--- config.mk ---
export PLATFORM = sky130hd
export DESIGN_NAME = gtsc_ctrl
export DESIGN_NICKNAME = d
export VERILOG_FILES = /design/src/design/gtsc_pkg.sv /design/src/design/gtsc_ctrl.sv
export SDC_FILE = /design/constraint.sdc
export NUM_CORES = 1
export LEC_CHECK = 0
export BUFFER_PORTS_ARGS = -buffer_cell sky130_fd_sc_hd__buf_4
export CAP_MARGIN = 5
export CORE_MARGIN = 2
export CORE_UTILIZATION = 29
export CTS_CLUSTER_SIZE = 8
export DETAILED_ROUTE_END_ITERATION = 6
export REMOVE_ABC_BUFFERS = 1
export SYNTH_ARGS = -nofsm -noshare
export SYNTH_HDL_FRONTEND = slang
export SYNTH_SLANG_ARGS = --single-unit
--- constraint.sdc ---
create_clock -name i_clk -period 1.5 [get_ports i_clk]
set_input_delay 0.3 -clock i_clk [delete_from_list [all_inputs] [get_ports i_clk]]
set_output_delay 0.3 -clock i_clk [all_outputs]
set_load 0.05 [all_outputs]
--- src/design/gtsc_pkg.sv ---
// Shared types, constants and the logarithm table of the competition simulator.
package gtsc_pkg;

    localparam int W_DVD = 52;           // divider dividend and quotient width
    localparam int W_DVS = 38;           // divider divisor width
    localparam int W_CNT = 6;            // divider step counter width

    localparam logic [26:0] RATE_GOOD   = 27'd107374182;   // 0.1 in Q2.30
    localparam logic [26:0] RATE_BAD    = 27'd53687091;    // 0.05 in Q2.30
    localparam logic [31:0] TIME_LIMIT  = 32'd983040000;   // 15000 in Q16.16
    localparam logic [31:0] TIME_ENDED  = 32'd983046554;   // 15000.1 in Q16.16
    localparam logic [15:0] START_POP   = 16'd500;
    localparam logic [15:0] LN2_Q16     = 16'd45426;
    localparam logic [31:0] SEASON_MAX  = 32'h7FFF_FFFF;
    localparam logic [31:0] SEASON_MIN  = 32'h8000_0001;   // -SEASON_MAX

    // configuration register indexes
    localparam logic [2:0] REG_GOOD_CHANCE = 3'd0;
    localparam logic [2:0] REG_GOOD_LEN    = 3'd1;
    localparam logic [2:0] REG_BAD_LEN     = 3'd2;
    localparam logic [2:0] REG_RANDOM      = 3'd3;
    localparam logic [2:0] REG_CAP_SG      = 3'd4;
    localparam logic [2:0] REG_CAP_GG      = 3'd5;
    localparam logic [2:0] REG_CAP_SB      = 3'd6;
    localparam logic [2:0] REG_CAP_GB      = 3'd7;

    // season kinds
    localparam logic [1:0] SK_NONE = 2'd0;
    localparam logic [1:0] SK_GOOD = 2'd1;
    localparam logic [1:0] SK_BAD  = 2'd2;

    // event kinds
    localparam logic [2:0] EV_SPEC_BIRTH = 3'd0;
    localparam logic [2:0] EV_GEN_BIRTH  = 3'd1;
    localparam logic [2:0] EV_SPEC_DEATH = 3'd2;
    localparam logic [2:0] EV_GEN_DEATH  = 3'd3;
    localparam logic [2:0] EV_NONE       = 3'd4;

    typedef enum logic [3:0] {
        OP_NONE,
        OP_LOAD,
        OP_SEASON,
        OP_PARAM,
        OP_DIVS,
        OP_SAVES,
        OP_DIVG,
        OP_SAVEG,
        OP_LOG1,
        OP_LOG2,
        OP_DIVT,
        OP_FINISH
    } t_op;

    typedef struct packed {
        t_op op;
    } t_cmd;

    typedef struct packed {
        logic restart;
        logic ended;
        logic div_busy;
        logic out_full;
    } t_stat;

    typedef struct packed {
        logic        spec_extinct;
        logic        gen_extinct;
        logic        time_up;
        logic [2:0]  event_kind;
        logic        season_bad;
        logic [31:0] elapsed;
        logic [15:0] gen_count;
        logic [15:0] spec_count;
    } t_result;

    // ln(1 + i/16) in Q0.16
    function automatic logic [15:0] ln_tab(input logic [4:0] i);
        logic [15:0] v;
        case (i)
            5'd0:    v = 16'd0;
            5'd1:    v = 16'd3973;
            5'd2:    v = 16'd7719;
            5'd3:    v = 16'd11262;
            5'd4:    v = 16'd14624;
            5'd5:    v = 16'd17821;
            5'd6:    v = 16'd20870;
            5'd7:    v = 16'd23783;
            5'd8:    v = 16'd26573;
            5'd9:    v = 16'd29248;
            5'd10:   v = 16'd31818;
            5'd11:   v = 16'd34292;
            5'd12:   v = 16'd36675;
            5'd13:   v = 16'd38975;
            5'd14:   v = 16'd41197;
            5'd15:   v = 16'd43345;
            5'd16:   v = 16'd45426;
            default: v = 16'd45426;
        endcase
        return v;
    endfunction

endpackage

--- src/design/gtsc_ctrl.sv ---
// Controller: sequences one simulation step through the datapath.
module gtsc_ctrl import gtsc_pkg::*; (
    input  logic  i_clk,
    input  logic  i_rst_n,
    input  logic  i_in_valid,
    output logic  o_in_ready,
    input  t_stat i_stat,
    output t_cmd  o_cmd
);

    typedef enum logic [3:0] {
        ST_IDLE,
        ST_CHECK,
        ST_SEASON,
        ST_PARAM,
        ST_DIVS,
        ST_WAITS,
        ST_SAVES,
        ST_DIVG,
        ST_WAITG,
        ST_SAVEG,
        ST_LOG1,
        ST_LOG2,
        ST_DIVT,
        ST_WAITT,
        ST_FINISH
    } t_state;

    t_state r_state, n_state;
    t_op    w_op;

    always_comb begin
        n_state = r_state;
        w_op    = OP_NONE;
        case (r_state)
            ST_IDLE: begin
                if (i_in_valid) begin
                    w_op    = OP_LOAD;
                    n_state = ST_CHECK;
                end
            end
            ST_CHECK: begin
                n_state = (i_stat.restart || i_stat.ended) ? ST_FINISH : ST_SEASON;
            end
            ST_SEASON: begin
                w_op    = OP_SEASON;
                n_state = ST_PARAM;
            end
            ST_PARAM: begin
                w_op    = OP_PARAM;
                n_state = ST_DIVS;
            end
            ST_DIVS: begin
                w_op    = OP_DIVS;
                n_state = ST_WAITS;
            end
            ST_WAITS: begin
                if (!i_stat.div_busy) n_state = ST_SAVES;
            end
            ST_SAVES: begin
                w_op    = OP_SAVES;
                n_state = ST_DIVG;
            end
            ST_DIVG: begin
                w_op    = OP_DIVG;
                n_state = ST_WAITG;
            end
            ST_WAITG: begin
                if (!i_stat.div_busy) n_state = ST_SAVEG;
            end
            ST_SAVEG: begin
                w_op    = OP_SAVEG;
                n_state = ST_LOG1;
            end
            ST_LOG1: begin
                w_op    = OP_LOG1;
                n_state = ST_LOG2;
            end
            ST_LOG2: begin
                w_op    = OP_LOG2;
                n_state = ST_DIVT;
            end
            ST_DIVT: begin
                w_op    = OP_DIVT;
                n_state = ST_WAITT;
            end
            ST_WAITT: begin
                if (!i_stat.div_busy) n_state = ST_FINISH;
            end
            ST_FINISH: begin
                if (!i_stat.out_full) begin
                    w_op    = OP_FINISH;
                    n_state = ST_IDLE;
                end
            end
            default: begin
                n_state = ST_IDLE;
            end
        endcase
    end

    always_ff @(posedge i_clk) begin
        if (!i_rst_n) begin
            r_state <= ST_IDLE;
        end else begin
            r_state <= n_state;
        end
    end

    assign o_in_ready = (r_state == ST_IDLE);
    assign o_cmd.op   = w_op;

endmodule
==> out/summary.txt <==
Clk_skew: 0.000679 ns
Core Area: 1280 um2
Layout cells sized above 1: 0.507
DRT iter0 DRCs: 7
Synth top area share: 0.202
Post-DP Area: 513 um2
Routed len/inst: 12.6 um
Crit start category: flop
Synth Instances: 57
Worst EP arrival: 1.26 ns
Main synth FF type: dfxtp_1
Die W: 41.0 um
Kind of critical path: reg2out
DPL Wire Length: 771 um
CTS tree: done
Pins over their slew limit: 0
Maximum buffer depth of the clock tree: 2
Synth top area cells: dfxtp_1, a21oi_1, o21ai_0
Failing checks: negative setup slack
RSZ-0062 raised after global routing: yes
Starting Density: 0.309
# rows: 13
Synth async-reset ratio: 0
Register area share after synthesis: 0.202
Max reg flops: 4
Vias: 475
Worst Tran Pin Value: 0.271 ns
Status: finished, violations left
Area of the die: 1680 um2
Syn_area_per_cell: 6.96 um2
LEAKAGE: 0.269 nW
Top Registers: r_state (4)
Vias in the first global route: 363
Worst Setup Slack, final: -0.0595 ns
Inserted Clock Buffers: 3
Clock Sinks: 4
Final WL: 1130 um
FMAX: 641 MHz
Fin cells: 90
Seq cells post-synth: 4
Worst-path fanout max: 6
Clock-pin transition on the worst setup and hold timing paths: 0.04 ns
Most flops, register: r_state
GPL Wtd Cong: 0.816
Hold buffers post-CTS: 0
Largest net degree at the start of global routing: 16
# fillers: 132
Final Util: 0.489
FF+latch area: 92.6 um2
GRT Total Usage: 0.131
Hold Fails Final Rpt: 0
Tmin final: 1.56 ns
Final setup fails: 4
PwrDens: 2280 nW/um2
Worst-Skew Late Latency: 0.23 ns
Slew headroom: 0.819
Initial antenna violation count: 0
Die Y: 41.0 um
Post-synth cell types: 27
Placed Cells: 85
Biggest area consumer among synthesized cells: dfxtp_1
HP Class: in2reg
Final period util: 1.04
Max-cap violations: 0
Worst Path Required: 1.20 ns
Syn-to-layout area delta: 58.4%
Vias/cell: 5.28
DRT antenna net count: 0
Warnings, synthesis: 0
Worst setup EP type: output port
First-pass GRT wire length: 1450 um
Design Area, Final: 628 um2
DRC Markers: 0
Ports: 12
Multi-input logic area: 318 um2
Global route total overflow: 0
Max VDD drop: 0.00104 V
Port buffer count: 11
Tot Pwr: 1.43 mW
Drt pass-1 iters: 4
Layout net count: 84
Post-synth EDFFs: 0
Ant diodes: 0
CTS Root Cell: clkbuf_4
Htree depth: 1
Mapped cell area: 397 um2
-- Yosys cell counts, drive strengths merged, types with 2 or more instances --
cell,n
a21oi,7
nand2,7
o21ai,7
buf,5
nor2,5
a21boi,4
dfxtp,4
inv,3
nand3,2
-- per-stage QoR --
| stage | setup TNS [ns] | worst slack [ns] | hold WS [ns] |
|---|---|---|---|
| 3_5_place_dp | 0 | 0.0172 | 0.544 |
| 5_1_grt | -0.393 | -0.0979 | 0.323 |
| 6_report | -0.168 | -0.0595 | 0.309 |
| 2_1_floorplan | -1.66 | -0.810 | 0.418 |
| 3_3_place_gp | 0 | 0.0263 | 0.539 |
| 4_1_cts | -0.244 | -0.0721 | 0.305 |
-- final cells by class --
class / instances / share of cell area
inverter: 3 / 0.0179
timing repair buffer: 20 / 0.263
multi-input combinational: 45 / 0.506
clock buffer: 3 / 0.0359
sequential: 4 / 0.147
tap: 15 / 0.0299
-- cells by family after synthesis --
group	count (synthesis)	synth area share
buffers and inverters	8	0.123
AO/OA/AOI/OAI	24	0.379
AND/OR/NAND/NOR	21	0.297
flip-flops	4	0.202
-- worst max-delay path, cell delays in order (launching register included) --
cell	delay, ns
dfxtp_4	0.37
buf_6	0.14
nor3b_2	0.14
a31o_2	0.23
buf_8	0.15
-- per-layer routing --
metal,GRT usage,part of all wire
met1,0.156,0.45
met2,0.219,0.50
met4,0.0833,0.019
met3,0.0163,0.032
met5,0,0
-- worst paths after layout --
kind / from / end / slack, ns / cells after the start
max: r_state[2]$_SDFFE_PN0P_ / o_cmd[2] / -0.06 / 4
min: i_rst_n / r_state[0]$_SDFFE_PN0P_ / 0.31 / 2
max reg2reg: r_state[0]$_SDFFE_PN0P_ / r_state[2]$_SDFFE_PN0P_ / 0.21 / 5
min reg2reg: r_state[3]$_SDFFE_PN0P_ / r_state[3]$_SDFFE_PN0P_ / 0.60 / 2
-- layout by cell type, fill, tap and decap left out, types with 2 or more instances in the layout --
master    Yosys  layout
nor2_4        1       2
nand3_1       2       2
clkbuf_4      0       3
nand2_1       7       6
a21oi_1       7       6
a21boi_0      3       3
buf_4         0      15
buf_6         2       3
nor2_1        3       3
inv_1         3       2
dfxtp_4       0       3
o21ai_0       6       4
o21ai_1       1       3
-- power breakdown --
part	leakage (nW)	total, mW	internal, mW	switching, mW
clock	0.0138	0.128	0.0892	0.0390
sequential	0.0353	0.277	0.166	0.111
combinational	0.220	1.03	0.457	0.571
total	0.269	1.43	0.712	0.721
-- what timing repair did --
| item | CTS | global route |
|---|---|---|
| setup endpoints to repair | 5 | 5 |
| setup buffers | 2 | 0 |
| pin swaps | 2 | 1 |
| gates resized for setup | 14 | 9 |
Note: power is estimated with default switching activity, not from simulation.
